**config.mk**
```make
export PLATFORM = sky130hd
export DESIGN_NAME = bbp_grid
export DESIGN_NICKNAME = d
export VERILOG_FILES = /design/src/rtl/bbp_pkg.sv /design/src/rtl/bbp_grid.sv
export SDC_FILE = /design/constraint.sdc
export NUM_CORES = 1
export LEC_CHECK = 0
export CORE_AREA = 2 2 478 480
export CTS_CLUSTER_SIZE = 14
export DETAILED_ROUTE_END_ITERATION = 12
export DIE_AREA = 0 0 480 482
export DONT_BUFFER_PORTS = 1
export GPL_ROUTABILITY_DRIVEN = 0
export SKIP_LAST_GASP = 1
export SLEW_MARGIN = 20
export SYNTH_ARGS = -nofsm -noshare
export SYNTH_HDL_FRONTEND = slang
export SYNTH_SLANG_ARGS = --single-unit
export TNS_END_PERCENT = 20
```
**constraint.sdc**
```tcl
create_clock -name clk_i -period 0.8 [get_ports clk_i]
set_input_delay 0.16 -clock clk_i [delete_from_list [all_inputs] [get_ports clk_i]]
set_output_delay 0.16 -clock clk_i [all_outputs]
set_load 0.01 [all_outputs]
```
**src/rtl/bbp_pkg.sv**
```systemverilog
package bbp_pkg;

  // Default field geometry (signed Q8.16 coordinates, Q1.16 parameters)
  localparam int COORD_BITS_DEF = 24;
  localparam int FRAC_BITS_DEF  = 16;

  // Patch geometry
  localparam int GRID_DIM   = 4;
  localparam int GRID_SIZE  = GRID_DIM * GRID_DIM;
  localparam int NUM_AXES   = 3;
  localparam int IDX_BITS   = 2;

  // Lerp levels: three along the rows, three across them
  localparam int PIPE_DEPTH = 6;

  typedef struct packed {
    logic                wr_en;
    logic [IDX_BITS-1:0] row;
    logic [IDX_BITS-1:0] col;
  } load_t;

endpackage

```
**src/rtl/bbp_grid.sv**
```systemverilog
module bbp_grid #(
  parameter int COORD_BITS = bbp_pkg::COORD_BITS_DEF
) (
  input  logic                         clk_i,
  input  logic                         rst_ni,
  input  bbp_pkg::load_t               load_i,
  input  logic signed [COORD_BITS-1:0] point_x_i,
  input  logic signed [COORD_BITS-1:0] point_y_i,
  input  logic signed [COORD_BITS-1:0] point_z_i,
  // index: axis * GRID_SIZE + row * GRID_DIM + col
  output logic signed [COORD_BITS-1:0] grid_o [bbp_pkg::NUM_AXES * bbp_pkg::GRID_SIZE]
);

  localparam int GS = bbp_pkg::GRID_SIZE;

  logic signed [COORD_BITS-1:0] px_q [GS];
  logic signed [COORD_BITS-1:0] py_q [GS];
  logic signed [COORD_BITS-1:0] pz_q [GS];
  logic [3:0]                   wr_idx;

  assign wr_idx = {load_i.row, load_i.col};

  always_ff @(posedge clk_i or negedge rst_ni) begin
    if (!rst_ni) begin
      for (int i = 0; i < GS; i++) begin
        px_q[i] <= '0;
        py_q[i] <= '0;
        pz_q[i] <= '0;
      end
    end else if (load_i.wr_en) begin
      px_q[wr_idx] <= point_x_i;
      py_q[wr_idx] <= point_y_i;
      pz_q[wr_idx] <= point_z_i;
    end
  end

  for (genvar i = 0; i < GS; i++) begin : g_out
    assign grid_o[0 * GS + i] = px_q[i];
    assign grid_o[1 * GS + i] = py_q[i];
    assign grid_o[2 * GS + i] = pz_q[i];
  end

endmodule

```
==> results.toml <==
[run_status]
status = "finished with violations"
violations = "negative hold slack, negative setup slack"

[cts]
cts_buffers = 121
insertion_delay_ns = 0.75
path_clk_slew_ns = 0.07
clock-root-buffer = "clkbuf_16"
cts_tree = "built"
htreeDepth = 3
cts.path.max_buffers = 3
cts_num_sinks = 1152

[pwr]
p_seq_frac = 0.412
p_leak_nw = 30.1
p_comb_frac = 0.284
internal_power_mw = 139
peakVddDrop_mv = 2.12
p_sw_frac = 0.290
power_density_nw_per_um2 = 3000
switchingPower_mw = 57.0
power_frac_clock = 0.304

[detailed_routing]
dr.first_iter.drc_count = 1334
drc_errors = 0
ant_nets = 0
wire_per_inst_um = 24.1
drtPass1Iterations = 5
finalWirelength_um = 172000
vias = 28600
viasPerCell = 4.00

[grt]
grt_pass1_wl_um = 236000
track_usage = 0.143
overflow = 0
antenna_found_initial = 27
grt_max_degree = 69
grt_pass1_vias = 30300

[finish]
synthToLayoutAreaGrowth_pct = 52.8
drive_gt1_frac = 0.695
final_common_cell = "dfrtp_1"
regArea_sq_um = 28800
largest_register_ffs = 1152
layout_common_cells = "1150 x dfrtp_1, 1083 x mux2_2, 934 x buf_4"
fin_cells = 7138
fillers = 22700
nets = 4102
final_util = 0.289
multiInputGateArea_sq_um = 13500

[yosys]
syn-num-nets = 2597
syn_avg_cell_area_sq_um = 17.0
synth_area_sq_um = 42800
synthAdderAreaFrac = 0
synthSimpleGateAreaFrac = 0.00292
synth_xor_area_frac = 0
synth_top_family_by_area = "multiplexers"
synth_compound_area_frac = 0
synthMuxAreaShare = 0.303
syn_inst = 2518
yosys_warnings = 0
synth.ff_latch_count = 1152
synthDistinctLibCells = 13
synth_seq_area_share = 0.674

[floorplan]
die_w_um = 480
ios = 1231
die_h_um = 482
die_area_sq_um = 231000
core_area_sq_um = 226000
initial_core_util = 0.189
core.rowCount = 175

[critical_path]
crit_path_start_kind = "flip-flop"
critPathRequiredTime_ns = 0.64
reg2reg_depth = 3
reg2reg_from = "grid_o[311]"
cp_data_arrival_time_ns = 1.41
worstSetupPathType = "flip-flop to output pin"
critPathLaunch = "grid_o[1039]"
timing.rr.end = "grid_o[311]"
cp-end-kind = "output pin"
critical_path.max_fanout = 2
regToRegSetupSlack_ns = -0.23

[timing]
whs_ns = -0.0949
tightestPinTransition_ns = 1.25
finalCriticalPeriod_ns = 1.57
finalHoldViolCount = 4
drv_slew = 0
maxSlewHeadroom = 0.163
finalCritPeriodShare = 1.96
setup_slack_ns = -0.769
setup_viol = 2028
clock_skew_ns = 0
rsz0062_at_grt = "true"
fmax_mhz = 637

[worst_hold_path]
min_from = "load_i[0]"
hp-class = "primary input to flip-flop"
holdPathStages = 3
holdPathEnd = "grid_o[383]"

[place]
port-buffer-count = 0
place_inst = 6697
dp_hpwl_um = 121000

[run]
drv_cap = 0
-- final cells by class --
cell class,count,area share
flip-flops and latches,1152,0.441
repair buffers,1572,0.230
multi-input cells,1176,0.206
well taps,3009,0.0576
clock buffers,169,0.0525
clock inverters,51,0.0121
diodes,9,0.000345
-- through the flow --
stage	setup TNS, ns	area (sq um)	worst slack (ns)	total power [mW]
5_1_grt	-933.87	65400	-0.866	205
6_report	-864.99	65400	-0.769	196
2_1_floorplan	-615.80	43100	-0.599	98.8
4_1_cts	-924.65	64100	-0.901	195
3_3_place_gp	-903.39	57300	-0.917	128
3_5_place_dp	-897.04	57300	-0.907	129
-- cells in the mapped netlist --
cell,instances,area (sq um)
dfrtp_1,1152,28800
nor2b_1,1,6.26
nor2_1,10,37.5
buf_4,7,52.6
buf_2,104,521
nand2b_1,4,25.0
clkbuf_1,79,297
nand3_1,1,5.00
nand2_1,2,7.51
nor3b_1,1,7.51
mux2_2,1152,13000
or3_1,1,6.26
nand3b_1,4,30.0
-- timing repair --
| action | 4_1_cts | 5_1_grt |
|---|---|---|
| endpoints found under the hold margin | 2304 | 33 |
| hold buffers | 101 | 1 |
| gates resized for setup | 248 | 210 |
| endpoints found under the setup margin | 1233 | 1906 |
| buffers inserted | 55 | 55 |
-- layer usage --
metal	routed length, um	track usage	vias up
met3	16100	0.0484	295
met2	82600	0.236	1349
met5	0	0	-
met1	67200	0.168	15000
li1	-	-	11900
met4	6280	0.0597	0
-- cell families (layout without fill, tap and decap cells) --
family,after synthesis,in the layout
flops,1152,1152
mux,1152,1152
simple gates,24,24
other cells,0,9
buf+inv,190,1792
-- worst max path at each step --
stage	to	slack [ns]	depth (start not counted)
global placement	grid_o[783]	-0.92	6
global route	grid_o[1039]	-0.87	2
finish	grid_o[1039]	-0.77	2
detailed placement	grid_o[782]	-0.91	6
floorplan	grid_o[216]	-0.60	4
CTS	grid_o[1039]	-0.90	2
-- power by group through the flow --
stage          Sequential, mW  Combinational, mW  Clock, mW
2_1_floorplan            85.8               13.0          0
4_1_cts                  80.2               53.9       61.4
3_5_place_dp             80.5               48.6          0
3_3_place_gp             79.8               48.1          0
5_1_grt                  82.3               58.9       64.1
6_report                 80.9               55.8       59.7
-- worst max-delay path, cell delays in order (launching register included) --
cell and delay, ns:
dfrtp_1 0.41, buf_12 0.14, buf_6 0.12
Note: power is estimated with default switching activity, not from simulation.
