$ cat src/rtl/bbp_pkg.sv
package bbp_pkg;

  // Default field geometry (signed Q8.16 coordinates, Q1.16 parameters)
  localparam int COORD_BITS_DEF = 24;
  localparam int FRAC_BITS_DEF  = 16;

  // Patch geometry
  localparam int GRID_DIM   = 4;
  localparam int GRID_SIZE  = GRID_DIM * GRID_DIM;
  localparam int NUM_AXES   = 3;
  localparam int IDX_BITS   = 2;

  // Lerp levels: three along the rows, three across them
  localparam int PIPE_DEPTH = 6;

  typedef struct packed {
    logic                wr_en;
    logic [IDX_BITS-1:0] row;
    logic [IDX_BITS-1:0] col;
  } load_t;

endpackage

$ cat src/rtl/bbp_lerp_stage.sv
module bbp_lerp_stage #(
  parameter int COORD_BITS = bbp_pkg::COORD_BITS_DEF,
  parameter int FRAC_BITS  = bbp_pkg::FRAC_BITS_DEF,
  parameter int LANES      = 3
) (
  input  logic                         clk_i,
  input  logic                         rst_ni,
  input  logic                         valid_i,
  output logic                         ready_o,
  input  logic signed [COORD_BITS-1:0] a_i [LANES],
  input  logic signed [COORD_BITS-1:0] b_i [LANES],
  input  logic [FRAC_BITS:0]           t_i,
  input  logic [FRAC_BITS:0]           u_i,
  input  logic [FRAC_BITS:0]           v_i,
  output logic                         valid_o,
  input  logic                         ready_i,
  output logic signed [COORD_BITS-1:0] y_o [LANES],
  output logic [FRAC_BITS:0]           u_o,
  output logic [FRAC_BITS:0]           v_o
);

  localparam int PW = FRAC_BITS + 1;
  localparam int DW = COORD_BITS + 1;
  localparam int MW = PW + 1 + DW;

  // a + floor(t * (b - a) / 2^F); for t up to one the result lies between a and b
  function automatic logic signed [COORD_BITS-1:0] lerp(
    input logic signed [COORD_BITS-1:0] a,
    input logic signed [COORD_BITS-1:0] b,
    input logic [PW-1:0]                t
  );
    logic signed [DW-1:0] diff;
    logic signed [MW-1:0] prod;
    logic signed [MW-1:0] sum;
    diff = DW'(b) - DW'(a);
    prod = $signed({1'b0, t}) * diff;
    sum  = MW'(a) + (prod >>> FRAC_BITS);
    return sum[COORD_BITS-1:0];
  endfunction

  logic                         valid_q;
  logic signed [COORD_BITS-1:0] y_q [LANES];
  logic [PW-1:0]                u_q, v_q;
  logic                         load_en;

  assign ready_o = !valid_q || ready_i;
  assign load_en = valid_i && ready_o;

  always_ff @(posedge clk_i or negedge rst_ni) begin
    if (!rst_ni) begin
      valid_q <= 1'b0;
    end else if (ready_o) begin
      valid_q <= valid_i;
    end
  end

  always_ff @(posedge clk_i) begin
    if (load_en) begin
      for (int i = 0; i < LANES; i++) begin
        y_q[i] <= lerp(a_i[i], b_i[i], t_i);
      end
      u_q <= u_i;
      v_q <= v_i;
    end
  end

  assign valid_o = valid_q;
  assign y_o     = y_q;
  assign u_o     = u_q;
  assign v_o     = v_q;

endmodule

$ cat config.mk
export PLATFORM = sky130hd
export DESIGN_NAME = bbp_lerp_stage
export DESIGN_NICKNAME = d
export VERILOG_FILES = /design/src/rtl/bbp_pkg.sv /design/src/rtl/bbp_lerp_stage.sv
export SDC_FILE = /design/constraint.sdc
export NUM_CORES = 2
export LEC_CHECK = 0
export ABC_AREA = 1
export BUFFER_PORTS_ARGS = -buffer_cell sky130_fd_sc_hd__buf_2
export CORE_MARGIN = 3
export CORE_UTILIZATION = 50
export CTS_BUF_LIST = sky130_fd_sc_hd__clkbuf_8
export CTS_CLUSTER_DIAMETER = 80
export CTS_CLUSTER_SIZE = 16
export DETAILED_ROUTE_END_ITERATION = 6
export GPL_TIMING_DRIVEN = 0
export HOLD_SLACK_MARGIN = 0.08
export PLACE_DENSITY = 0.64
export SYNTH_ARGS = -nofsm -noshare
export SYNTH_HDL_FRONTEND = slang
export SYNTH_SLANG_ARGS = --single-unit
$ cat constraint.sdc
create_clock -name clk_i -period 8.6 [get_ports clk_i]
set_input_delay 0.86 -clock clk_i [delete_from_list [all_inputs] [get_ports clk_i]]
set_output_delay 0.86 -clock clk_i [all_outputs]
set_load 0.03 [all_outputs]
==> results.py <==
metrics = {
    "global_routing": {
        "antenna_found_initial": 19,
        "grt_max_degree": 30,
        "grt_pass1_wl_mm": 297,
        "overflow": 0,
        "grt_pass1_vias": 49800,
        "grt.total_usage_pct": 35.8,
    },
    "timing": {
        "rsz0062_at_grt": "true",
        "finalClockSkew_ps": 19.3,
        "setup_slack_ps": -404,
        "finalSetupViolCount": 33,
        "fmax_mhz": 111,
        "finalHoldViolCount": 0,
        "slew_viol_final": 47,
        "min_period_over_period_pct": 105,
        "tns_ps": -5290,
        "period_needed_ps": 9000,
        "slew_headroom_pct": -3.60,
        "tightest_slew_ps": 1550,
    },
    "placed_design": {
        "io_buffers": 301,
        "placed_area_um2": 57900,
        "hpwl_mm": 160,
        "gp_congestion": 0.991,
        "placed_cells": 8529,
    },
    "floorplanning": {
        "die_w_um": 335,
        "placementRows": 120,
        "fp.dieH_um": 335,
        "die-area_um2": 112000,
        "pin_count": 307,
        "start_util_pct": 50.5,
        "coreArea_um2": 107000,
    },
    "setup_path": {
        "endpoint_kind": "flip-flop",
        "crit_path_max_fanout": 11,
        "crit_type": "input pin to flip-flop",
        "reg2reg_setup_slack_ps": 6880,
        "reg2reg_depth": 4,
        "crit_required_ps": 8920,
        "critPathMaxStageDelay_ps": 1100,
        "worstSetupStartpointType": "input pin",
        "critPathSlowestCell": "clkbuf_1",
        "critPathArrivalTime_ps": 9330,
    },
    "synthesis": {
        "postSynthNetCount": 8637,
        "synth_cells": 6821,
        "async_flop_share_pct": 0.935,
        "syn_area_um2": 54100,
        "synthFlopType": "edfxtp_1",
        "yosysWarnings": 0,
        "ys_ff_latch": 107,
        "synth.distinct_cells": 54,
        "synth_edf_count": 106,
        "avgSynthCellArea_um2": 7.93,
        "synth-seq-area-share_pct": 5.93,
    },
    "run_status": {
        "failed_checks": "design-rule violations, max-capacitance violations, max-slew violations, negative setup slack",
        "status": "finished with violations",
    },
    "min_path": {
        "min_path_cells": 1,
        "holdCritPathClass": "input pin to flip-flop",
    },
    "layout": {
        "final_cell_area_um2": 66500,
        "layout-drive-gt1-share_pct": 22.6,
        "fin_nets": 9311,
        "final_util_pct": 62.1,
        "final_cells": 8921,
        "syn2layout_area_growth_pct": 23.0,
    },
    "route": {
        "vias_per_cell": 5.43,
        "antenna_left": 0,
        "totalWireLength_mm": 200,
        "initialDrtViolationCount": 3859,
        "route.detailed.drc": 1,
        "dr.pass1.iters": 7,
        "wl_per_cell_um": 22.5,
        "vias": 48500,
    },
    "clocking": {
        "cts_max_path_buffers": 2,
        "root_buffer": "clkbuf_8",
        "clk_latency_ps": 550,
        "cts_buffers": 9,
        "cts_max_level": 3,
        "clock_sinks": 107,
        "clk_pin_slew_ps": 150,
        "cts_tree": "built",
    },
    "job": {
        "timing.max_cap.violations": 4,
    },
}
==> per-layer routing <==
layer / vias up / wire length, um / GRT usage (%)
li1: 21300 / - / -
met1: 24100 / 73600 / 43.2
met2: 2363 / 93000 / 58.2
met3: 660 / 19100 / 8.80
met4: 10 / 14600 / 21.2
met5: - / 64 / 0
==> worst max-delay path: cells and delay by family <==
kind            cells  cell delay [ps]
fa+ha+maj           8             3630
xor+xnor            1              210
compound gates      1              170
simple gates       18             1990
buf+inv            10             2420
==> cell families after synthesis <==
kind of cell | after synthesis | synth area share [%]
and+or+nand+nor | 2368 | 17.5
buffers and inverters | 2053 | 14.3
adders and majority gates | 1617 | 53.9
AOI/OAI and AO/OA | 478 | 4.98
xor gates and xnor gates | 198 | 3.32
DFF | 107 | 5.93
==> cell type report <==
cell class	instances	area (um2)
buffer	170	937
inverter	1874	7140
tap	1403	1760
multi-input combinational	4661	48600
antenna	18	45.0
sequential	107	3210
clock buffer	9	124
fill	9516	40700
clock inverter	7	86.3
timing repair buffer	672	4670
==> synthesized netlist by cell type, types with 19 or more instances <==
| cell type | instances | area (um2) |
|---|---|---|
| ha_1 | 429 | 5370 |
| nand2_1 | 1123 | 4220 |
| nor2_1 | 905 | 3400 |
| buf_2 | 20 | 100 |
| a21oi_1 | 252 | 1260 |
| xor2_1 | 130 | 1140 |
| inv_1 | 1842 | 6910 |
| xnor2_1 | 60 | 526 |
| o21bai_1 | 19 | 143 |
| nor3_1 | 26 | 130 |
| edfxtp_1 | 106 | 3180 |
| nand4_1 | 33 | 206 |
| nand3_1 | 189 | 946 |
| o21ai_0 | 108 | 541 |
| or2_2 | 60 | 375 |
| a21o_1 | 20 | 150 |
| clkbuf_1 | 149 | 559 |
| fa_1 | 1188 | 23800 |
==> cell usage in the layout (no fill, tap or decap), types with 110 or more instances in the layout <==
| cell type | instances |
|---|---|
| nand3_1 | 162 |
| nor2_1 | 808 |
| nand2_1 | 946 |
| buf_2 | 280 |
| ha_4 | 120 |
| nand2_2 | 110 |
| ha_1 | 288 |
| a21oi_1 | 129 |
| buf_4 | 341 |
| inv_1 | 1753 |
| clkbuf_1 | 118 |
| fa_1 | 1134 |
==> per-stage QoR <==
step | worst slack [ps] | hold slack, ps
2_1_floorplan | -52.5 | 564
3_3_place_gp | -3190 | 487
3_5_place_dp | -3140 | 572
4_1_cts | -165 | 436
5_1_grt | -612 | 455
6_report | -404 | 477
==> sequential cells by signal, indices dropped and copies added (netlist names) <==
name	count
valid_o	1
v_o	17
y_o	72
u_o	17
==> repair_timing <==
item | 4_1_cts | 5_1_grt
resized for setup | 912 | 382
pin swaps | 406 | 265
hold buffers | 1 | 0
buffers inserted | 272 | 97
setup endpoints to repair | 67 | 47
endpoints found under the hold margin | 1 | 0
==> worst paths after layout <==
path	start	endpoint
max in group asynchronous	rst_ni	valid_o$_DFFE_PN0N_
min in group asynchronous	rst_ni	valid_o$_DFFE_PN0N_
worst max register to register	valid_o$_DFFE_PN0N_	y_o[71]$_DFFE_PP_
worst min-delay path	v_i[15]	v_o[15]$_DFFE_PP_
worst max-delay path	t_i[13]	y_o[71]$_DFFE_PP_
worst min register to register	valid_o$_DFFE_PN0N_	valid_o$_DFFE_PN0N_
Power is left out: the tool's default activity adds up to more than one toggle a clock period on the data nets, which glitch-free logic cannot reach.
